File: src/hw/rtl/amo_pkg.sv
`timescale 1ns / 1ps
`default_nettype none

package amo_pkg;

  // Upper five instruction bits of the atomic instructions.
  localparam logic [4:0] OP_ADD  = 5'h00;
  localparam logic [4:0] OP_SWAP = 5'h01;
  localparam logic [4:0] OP_LR   = 5'h02;
  localparam logic [4:0] OP_SC   = 5'h03;
  localparam logic [4:0] OP_XOR  = 5'h04;
  localparam logic [4:0] OP_OR   = 5'h08;
  localparam logic [4:0] OP_AND  = 5'h0c;
  localparam logic [4:0] OP_MIN  = 5'h10;
  localparam logic [4:0] OP_MAX  = 5'h14;
  localparam logic [4:0] OP_MINU = 5'h18;
  localparam logic [4:0] OP_MAXU = 5'h1c;

  localparam int unsigned QUEUE_DEPTH = 2;
  localparam int unsigned QPTR_W      = (QUEUE_DEPTH > 1) ? $clog2(QUEUE_DEPTH) : 1;
  localparam int unsigned QCNT_W      = $clog2(QUEUE_DEPTH + 1);

  typedef enum logic [1:0] {
    CLS_NONE,
    CLS_LR,
    CLS_SC,
    CLS_AMO
  } amo_class_t;

  typedef enum logic [3:0] {
    FN_SWAP,
    FN_ADD,
    FN_XOR,
    FN_AND,
    FN_OR,
    FN_MIN,
    FN_MAX,
    FN_MINU,
    FN_MAXU
  } amo_func_t;

  typedef struct packed {
    logic [4:0]  operation;
    logic        is_doubleword;
    logic [63:0] address;
    logic [63:0] operand;
    logic [63:0] mem_data;
    logic        access_fault;
  } amo_in_t;

  typedef struct packed {
    logic [63:0] rd_value;
    logic        write_enable;
    logic [63:0] write_data;
    logic        fault;
  } amo_out_t;

  // One classified transaction as it waits between the front and the back.
  typedef struct packed {
    amo_class_t  cls;
    amo_func_t   func;
    logic        is_doubleword;
    logic [63:0] address;
    logic [63:0] operand;
    logic [63:0] mem_data;
    logic        access_fault;
  } amo_entry_t;

endpackage

`default_nettype wire

File: src/hw/rtl/atomic_memory_op_unit.sv
// Atomic memory operation unit: executes one RISC-V atomic instruction
// (LR, SC or a read-modify-write AMO) per input transaction.
// Input channel in_valid/in_ready/in_data carries the operation, size,
// address, register operand, the value read from memory and a fault flag.
// Result channel out_valid/out_ready/out_data returns the destination
// register value, the memory write request and the fault indication.
// Exactly one result transaction is produced for every input transaction,
// in order.
// Flow: an accepted transaction is classified combinationally into a
// two-entry queue and executed from there; its result is registered in
// the output register and held there until the receiver takes it.
// Throughput: one transaction per cycle while the receiver keeps taking
// results, set by the execute stage and its output register.
// When the receiver stalls, the output register holds its result, the
// queue fills and in_ready falls once both queue entries are occupied.
// Reset empties the queue and the output register and clears the
// reservation, so a store-conditional before any load-reserved fails.
`timescale 1ns / 1ps
`default_nettype none

module atomic_memory_op_unit (
  input  wire logic                clk,
  input  wire logic                rst_n,
  input  wire logic                in_valid,
  output logic                     in_ready,
  input  amo_pkg::amo_in_t         in_data,
  output logic                     out_valid,
  input  wire logic                out_ready,
  output amo_pkg::amo_out_t        out_data
);
  import amo_pkg::*;

  logic       push_valid, push_ready;
  amo_entry_t push_entry;
  logic       pop_valid, pop_ready;
  amo_entry_t pop_entry;

  amo_front u_front (
    .in_valid   (in_valid),
    .in_ready   (in_ready),
    .in_data    (in_data),
    .push_valid (push_valid),
    .push_ready (push_ready),
    .push_entry (push_entry)
  );

  amo_queue u_queue (
    .clk        (clk),
    .rst_n      (rst_n),
    .push_valid (push_valid),
    .push_ready (push_ready),
    .push_entry (push_entry),
    .pop_valid  (pop_valid),
    .pop_ready  (pop_ready),
    .pop_entry  (pop_entry)
  );

  amo_back u_back (
    .clk       (clk),
    .rst_n     (rst_n),
    .pop_valid (pop_valid),
    .pop_ready (pop_ready),
    .pop_entry (pop_entry),
    .out_valid (out_valid),
    .out_ready (out_ready),
    .out_data  (out_data)
  );

  // A faulting transaction discards its results.
  a_fault_clean: assert property (@(posedge clk) disable iff (!rst_n)
    (out_valid && out_data.fault) |->
      (!out_data.write_enable && (out_data.rd_value == '0) && (out_data.write_data == '0)))
    else $error("faulting result carries data");

  // Write data is zero whenever no write is requested.
  a_no_write_data: assert property (@(posedge clk) disable iff (!rst_n)
    (out_valid && !out_data.write_enable) |-> (out_data.write_data == '0))
    else $error("write data without write enable");

  // Nothing is presented on the result channel straight after reset.
  a_reset_empty: assert property (@(posedge clk)
    !rst_n |=> !out_valid)
    else $error("result valid after reset");

endmodule

`default_nettype wire

File: src/hw/rtl/amo_front.sv
`timescale 1ns / 1ps
`default_nettype none

module amo_front (
  input  wire logic                in_valid,
  output logic                     in_ready,
  input  amo_pkg::amo_in_t         in_data,
  output logic                     push_valid,
  input  wire logic                push_ready,
  output amo_pkg::amo_entry_t      push_entry
);
  import amo_pkg::*;

  amo_class_t cls;
  amo_func_t  func;

  always_comb begin
    cls  = CLS_AMO;
    func = FN_SWAP;
    case (in_data.operation)
      OP_LR:   cls = CLS_LR;
      OP_SC:   cls = CLS_SC;
      OP_SWAP: func = FN_SWAP;
      OP_ADD:  func = FN_ADD;
      OP_XOR:  func = FN_XOR;
      OP_AND:  func = FN_AND;
      OP_OR:   func = FN_OR;
      OP_MIN:  func = FN_MIN;
      OP_MAX:  func = FN_MAX;
      OP_MINU: func = FN_MINU;
      OP_MAXU: func = FN_MAXU;
      default: cls = CLS_NONE;
    endcase
  end

  assign in_ready   = push_ready;
  assign push_valid = in_valid;

  always_comb begin
    push_entry.cls           = cls;
    push_entry.func          = func;
    push_entry.is_doubleword = in_data.is_doubleword;
    push_entry.address       = in_data.address;
    push_entry.operand       = in_data.operand;
    push_entry.mem_data      = in_data.mem_data;
    push_entry.access_fault  = in_data.access_fault;
  end

endmodule

`default_nettype wire

File: src/hw/rtl/amo_queue.sv
`timescale 1ns / 1ps
`default_nettype none

module amo_queue (
  input  wire logic                clk,
  input  wire logic                rst_n,
  input  wire logic                push_valid,
  output logic                     push_ready,
  input  amo_pkg::amo_entry_t      push_entry,
  output logic                     pop_valid,
  input  wire logic                pop_ready,
  output amo_pkg::amo_entry_t      pop_entry
);
  import amo_pkg::*;

  amo_entry_t          mem_r [QUEUE_DEPTH];
  logic [QPTR_W-1:0]   wr_ptr_r, wr_ptr_nxt;
  logic [QPTR_W-1:0]   rd_ptr_r, rd_ptr_nxt;
  logic [QCNT_W-1:0]   count_r, count_nxt;
  logic                do_push, do_pop;

  assign push_ready = (count_r != QCNT_W'(QUEUE_DEPTH));
  assign pop_valid  = (count_r != '0);
  assign pop_entry  = mem_r[rd_ptr_r];
  assign do_push    = push_valid && push_ready;
  assign do_pop     = pop_valid && pop_ready;

  always_comb begin
    wr_ptr_nxt = wr_ptr_r;
    rd_ptr_nxt = rd_ptr_r;
    count_nxt  = count_r;
    if (do_push) begin
      wr_ptr_nxt = (wr_ptr_r == QPTR_W'(QUEUE_DEPTH - 1)) ? '0 : wr_ptr_r + 1'b1;
    end
    if (do_pop) begin
      rd_ptr_nxt = (rd_ptr_r == QPTR_W'(QUEUE_DEPTH - 1)) ? '0 : rd_ptr_r + 1'b1;
    end
    if (do_push && !do_pop) begin
      count_nxt = count_r + 1'b1;
    end else if (do_pop && !do_push) begin
      count_nxt = count_r - 1'b1;
    end
  end

  always_ff @(posedge clk) begin
    if (!rst_n) begin
      wr_ptr_r <= '0;
      rd_ptr_r <= '0;
      count_r  <= '0;
    end else begin
      wr_ptr_r <= wr_ptr_nxt;
      rd_ptr_r <= rd_ptr_nxt;
      count_r  <= count_nxt;
    end
  end

  always_ff @(posedge clk) begin
    if (do_push) begin
      mem_r[wr_ptr_r] <= push_entry;
    end
  end

endmodule

`default_nettype wire

File: src/hw/rtl/amo_back.sv
`timescale 1ns / 1ps
`default_nettype none

module amo_back (
  input  wire logic                clk,
  input  wire logic                rst_n,
  input  wire logic                pop_valid,
  output logic                     pop_ready,
  input  amo_pkg::amo_entry_t      pop_entry,
  output logic                     out_valid,
  input  wire logic                out_ready,
  output amo_pkg::amo_out_t        out_data
);
  import amo_pkg::*;

  logic        out_valid_r, out_valid_nxt;
  amo_out_t    out_data_r, out_data_nxt;
  logic [63:0] resv_addr_r, resv_addr_nxt;
  logic        resv_valid_r, resv_valid_nxt;

  logic        do_pop;
  logic [63:0] mask, oldx, srcx, mem_m, opnd_m, res;
  logic        sc_match;

  // The output register is free when empty or when its transaction leaves now.
  assign pop_ready = !out_valid_r || out_ready;
  assign do_pop    = pop_valid && pop_ready;

  always_comb begin
    mask   = pop_entry.is_doubleword ? '1 : {32'h0, 32'hffff_ffff};
    oldx   = pop_entry.is_doubleword ? pop_entry.mem_data :
             {{32{pop_entry.mem_data[31]}}, pop_entry.mem_data[31:0]};
    srcx   = pop_entry.is_doubleword ? pop_entry.operand :
             {{32{pop_entry.operand[31]}}, pop_entry.operand[31:0]};
    mem_m  = pop_entry.mem_data & mask;
    opnd_m = pop_entry.operand & mask;
    sc_match = resv_valid_r && (resv_addr_r == pop_entry.address);
  end

  always_comb begin
    case (pop_entry.func)
      FN_SWAP: res = pop_entry.operand;
      FN_ADD:  res = pop_entry.mem_data + pop_entry.operand;
      FN_XOR:  res = pop_entry.mem_data ^ pop_entry.operand;
      FN_AND:  res = pop_entry.mem_data & pop_entry.operand;
      FN_OR:   res = pop_entry.mem_data | pop_entry.operand;
      FN_MIN:  res = ($signed(oldx) < $signed(srcx)) ? pop_entry.mem_data : pop_entry.operand;
      FN_MAX:  res = ($signed(srcx) < $signed(oldx)) ? pop_entry.mem_data : pop_entry.operand;
      FN_MINU: res = (mem_m < opnd_m) ? pop_entry.mem_data : pop_entry.operand;
      FN_MAXU: res = (mem_m > opnd_m) ? pop_entry.mem_data : pop_entry.operand;
      default: res = pop_entry.operand;
    endcase
  end

  always_comb begin
    out_valid_nxt  = out_valid_r;
    out_data_nxt   = out_data_r;
    resv_addr_nxt  = resv_addr_r;
    resv_valid_nxt = resv_valid_r;
    if (out_valid_r && out_ready) begin
      out_valid_nxt = 1'b0;
    end
    if (do_pop) begin
      out_valid_nxt = 1'b1;
      out_data_nxt  = '0;
      case (pop_entry.cls)
        CLS_LR: begin
          if (pop_entry.access_fault) begin
            out_data_nxt.fault = 1'b1;
          end else begin
            out_data_nxt.rd_value = oldx;
            resv_addr_nxt         = pop_entry.address;
            resv_valid_nxt        = 1'b1;
          end
        end
        CLS_SC: begin
          // A failed store-conditional makes no access, so a fault is ignored.
          if (sc_match) begin
            if (pop_entry.access_fault) begin
              out_data_nxt.fault = 1'b1;
            end else begin
              out_data_nxt.write_enable = 1'b1;
              out_data_nxt.write_data   = opnd_m;
            end
          end else begin
            out_data_nxt.rd_value = 64'd1;
          end
          resv_valid_nxt = 1'b0;
        end
        CLS_AMO: begin
          if (pop_entry.access_fault) begin
            out_data_nxt.fault = 1'b1;
          end else begin
            out_data_nxt.rd_value     = oldx;
            out_data_nxt.write_enable = 1'b1;
            out_data_nxt.write_data   = res & mask;
          end
        end
        default: begin
        end
      endcase
    end
  end

  always_ff @(posedge clk) begin
    if (!rst_n) begin
      out_valid_r  <= 1'b0;
      resv_addr_r  <= '0;
      resv_valid_r <= 1'b0;
    end else begin
      out_valid_r  <= out_valid_nxt;
      resv_addr_r  <= resv_addr_nxt;
      resv_valid_r <= resv_valid_nxt;
    end
  end

  always_ff @(posedge clk) begin
    out_data_r <= out_data_nxt;
  end

  assign out_valid = out_valid_r;
  assign out_data  = out_data_r;

endmodule

`default_nettype wire
File: config.mk
export PLATFORM = sky130hd
export DESIGN_NAME = atomic_memory_op_unit
export DESIGN_NICKNAME = d
export VERILOG_FILES = /design/src/hw/rtl/amo_pkg.sv /design/src/hw/rtl/atomic_memory_op_unit.sv /design/src/hw/rtl/amo_front.sv /design/src/hw/rtl/amo_queue.sv /design/src/hw/rtl/amo_back.sv
export SDC_FILE = /design/constraint.sdc
export NUM_CORES = 1
export LEC_CHECK = 0
export BUFFER_PORTS_ARGS = -buffer_cell sky130_fd_sc_hd__clkbuf_2
export CORE_UTILIZATION = 55
export DETAILED_ROUTE_END_ITERATION = 10
export HOLD_SLACK_MARGIN = 0.03
export PLACE_DENSITY = 0.84
export SLEW_MARGIN = 20
export SYNTH_ARGS = -nofsm -noshare
export SYNTH_HDL_FRONTEND = slang
export SYNTH_SLANG_ARGS = --single-unit
File: constraint.sdc
create_clock -name clk -period 19.1 [get_ports clk]
set_input_delay 0.955 -clock clk [delete_from_list [all_inputs] [get_ports clk]]
set_output_delay 0.955 -clock clk [all_outputs]
set_load 0.05 [all_outputs]
==> impl_metrics.yaml <==
placed_design:
  portBuffers: 334
  place_ws_ns: 11.49
  gp_congestion: 1.01
  dp_hpwl_um: 70800
global_routing:
  grt_overflow: 0
  grt_max_degree: 91
  antenna_found_initial: 10
  grt_first_pass_wirelength_um: 152000
  grt_util_met3_pct: 7.82
  grt_usage_pct: 31.4
  grt_pass1_vias: 25800
  grt.met1_usage_pct: 40.8
  grtUsageMet2_pct: 50.1
  grt.busiest_layer: "met2"
synthesis:
  synthMuxAreaShare_pct: 6.10
  syn_area_sq_um: 34100
  synth_common_cells: "edfxtp_1 (530), nand2_1 (289), a21oi_1 (272)"
  syn_area_per_cell_sq_um: 10.9
  synth_top_area_share_pct: 46.6
  syn_nets: 3546
  async_flop_share_pct: 0
  synth_cell_types: 96
  synth_top_family_by_area: "compound AO/OA/AOI/OAI gates"
  ys.flop_type: "edfxtp_1"
  synth-edff-count: 530
  synth_compound_area_share_pct: 17.9
  synthXorXnorAreaFrac_pct: 2.34
  synth_most_common_cell: "edfxtp_1"
  ys_seq_elements: 601
  yosys.area.top_type: "edfxtp_1"
  yosys.area_share.simple_pct: 10.0
  synth.area.top_cells: "edfxtp_1 (47%), ha_1 (8.2%), mux2i_1 (5.3%)"
  syn_inst: 3117
  ys_seq_area_share_pct: 50.8
  yosysWarnings: 0
  synth-adder-area-share_pct: 8.31
timing:
  setup_viol: 0
  period_share_pct: 40.8
  worst_slack_ns: 11.31
  timing.setup.tns_ns: 0
  timing.fmax_mhz: 128
  period_needed_ns: 7.79
  hold_slack_ns: 0.478
  rsz0062_at_grt: "no"
  slew_violations: 0
  worstMarginPinSlew_ns: 1.26
  slew_headroom_pct: 13.3
  fin_skew_ns: 0.0540
  finalHoldViolCount: 0
final_layout:
  utilization_pct: 63.1
  fin_nets: 3789
  syn2layout_area_growth_pct: 12.5
  drive_gt1_share_pct: 16.0
critical_path:
  critPathMaxFanout: 90
  crit_required_ns: 19.46
  cp.depth: 16
  cp-start-kind: "register"
  cp_top_family: "simple AND/OR/NAND/NOR gates"
  cp_data_arrival_time_ns: 8.15
  crit_chain: "buf_12 -> buf_4 -> mux2i_1 -> o21ai_0 -> ha_1 -> nand4_2 -> nor4_2 -> nand2b_1 -> o22a_1 -> and3_1 -> a211oi_1 -> and3_1 -> buf_4 -> nand2_1 -> a2111oi_0 -> a2111oi_2"
  r2r_end: "u_back.out_data[56]"
  worstSetupEndpointType: "register"
  crit_path_max_incr_delay_ns: 0.92
  r2r_setup_slack_ns: 11.31
  crit_slowest_cell: "a2111oi_0"
  cp_num_buf_inv: 3
  critPathKind: "reg -> reg"
  cp-endpoint: "u_back.out_data[56]"
  reg2reg_depth: 16
power:
  powerDensity_nw_per_um2: 168
  leakage_nw: 15.8
  vdd_drop_max_uv: 109
  totalPowerFinal_w: 0.00644
routing:
  via_per_inst: 6.45
  vias: 27100
  wire_per_inst_um: 24.2
  dr.first_iter.drc_count: 2996
  ant_nets: 0
  drt_pre_antenna_iters: 8
  drc: 0
  routed_wl_um: 101000
floorplanning:
  die_h_um: 251
  num_rows: 90
  die-area_sq_um: 63000
  initial_core_util_pct: 56.1
  die_w_um: 251
  core_area_sq_um: 60800
  pin_count: 335
worst_hold_path:
  holdPathStages: 1
  hp-class: "in -> reg"
clock_network:
  cts.repair.resized: 0
  clk_pin_slew_ns: 0.07
  cts_buffers: 60
  cts_max_path_buffers: 3
  cts-root-buf: "clkbuf_16"
  htreeDepth: 2
  cts_post_setup_buffers_inserted: 0
  clk_latency_ns: 0.66
  cts_sinks: 601
  cts-hold-fix-buffers: 0
  cts_tree: "done"
flow_run:
  cap_violations: 0
status:
  outcome: "completed"
[cell families (layout without fill, tap and decap cells)]
| kind of cell | Yosys count | after routing |
|---|---|---|
| AO/OA/AOI/OAI | 890 | 890 |
| AND/OR/NAND/NOR | 726 | 726 |
| flip-flops | 601 | 601 |
| buffers and inverters | 378 | 669 |
| adder cells (fa/ha/maj) | 226 | 226 |
| multiplexers | 205 | 205 |
| XOR/XNOR | 91 | 91 |
| other | 0 | 4 |
[worst reg2reg max path, cell delays in order, from the launching register on]
cell and delay [ns]:
dfxtp_4 0.89, buf_12 0.61, buf_4 0.72, mux2i_1 0.59
o21ai_0 0.22, ha_1 0.39, nand4_2 0.16, nor4_2 0.53
nand2b_1 0.11, o22a_1 0.25, and3_1 0.20, a211oi_1 0.33
and3_1 0.20, buf_4 0.42, nand2_1 0.79, a2111oi_0 0.93
a2111oi_2 0.16
[layout make-up]
class	instances	area [sq um]
tap	782	978
clock buffer	77	1670
sequential	601	17300
inverter	193	729
clock inverter	33	382
timing repair buffer	366	1920
fill	4781	22400
multi-input combinational	2138	15300
antenna	4	10.0
[per-layer routing]
metal / wire length (um) / part of all wire, %
met3: 10700 / 11
met1: 40000 / 39
met2: 46400 / 46
met4: 4270 / 4.2
met5: 76 / 0.075
[layout by cell type (no fill, tap or decap), types with 10 or more instances in the layout]
cell	count
edfxtp_1	530
clkbuf_2	334
nand2_1	286
a21oi_1	272
ha_1	225
inv_1	190
mux2i_1	180
nor2_1	173
o21ai_0	144
xnor2_1	74
dfxtp_1	70
o211a_1	67
clkbuf_16	63
o211ai_1	56
nand4_1	46
nand3_1	41
a221oi_1	36
a21o_1	35
nor3_1	32
buf_4	31
a22oi_1	29
nor4_1	25
o311ai_1	25
a211oi_1	24
mux2_2	23
a31oi_1	23
nor2b_1	17
xor2_1	17
o21bai_1	15
and3_1	14
o2111ai_1	13
and2_1	13
o22ai_1	12
or3_1	12
o21a_1	12
nand2b_1	11
a311oi_1	11
o21ai_1	10
o311ai_0	10
clkbuf_1	10
[worst min-delay path by stage]
stage                                       from                      to  slack (ns)
after floorplan           u_back.resv_addr_r[51]  u_back.resv_addr_r[51]        0.49
after global placement    u_back.resv_addr_r[26]  u_back.resv_addr_r[26]        0.50
after detailed placement  u_back.resv_addr_r[45]  u_back.resv_addr_r[45]        0.51
after CTS                           in_data[176]   u_queue.mem_r[0][176]        0.45
after global routing                 in_data[72]    u_queue.mem_r[1][72]        0.46
final                                in_data[72]    u_queue.mem_r[1][72]        0.48
[where the power goes]
group          leakage (nW)  internal (W)  switching (W)
Combinational          9.20      0.000950        0.00236
Sequential             5.60       0.00179       0.000132
Clock                  1.00      0.000692       0.000524
Total                  15.8       0.00343        0.00301
[sequential cells by signal, summed over array words and instances (netlist names), named ones only]
register	count
u_back.out_data	130
u_back.out_valid	1
u_back.resv_addr_r	64
u_back.resv_valid_r	1
u_queue.count_r	2
u_queue.mem_r	400
u_queue.rd_ptr_r	1
u_queue.wr_ptr_r	1
[metrics by stage]
step	instances	instance area, sq um
detailed placement	4080	36300
global placement	4080	36300
CTS	4190	38400
finish	4194	38400
global route	4191	38400
floorplan	3117	34100
Power figures use the tool's default switching activity.
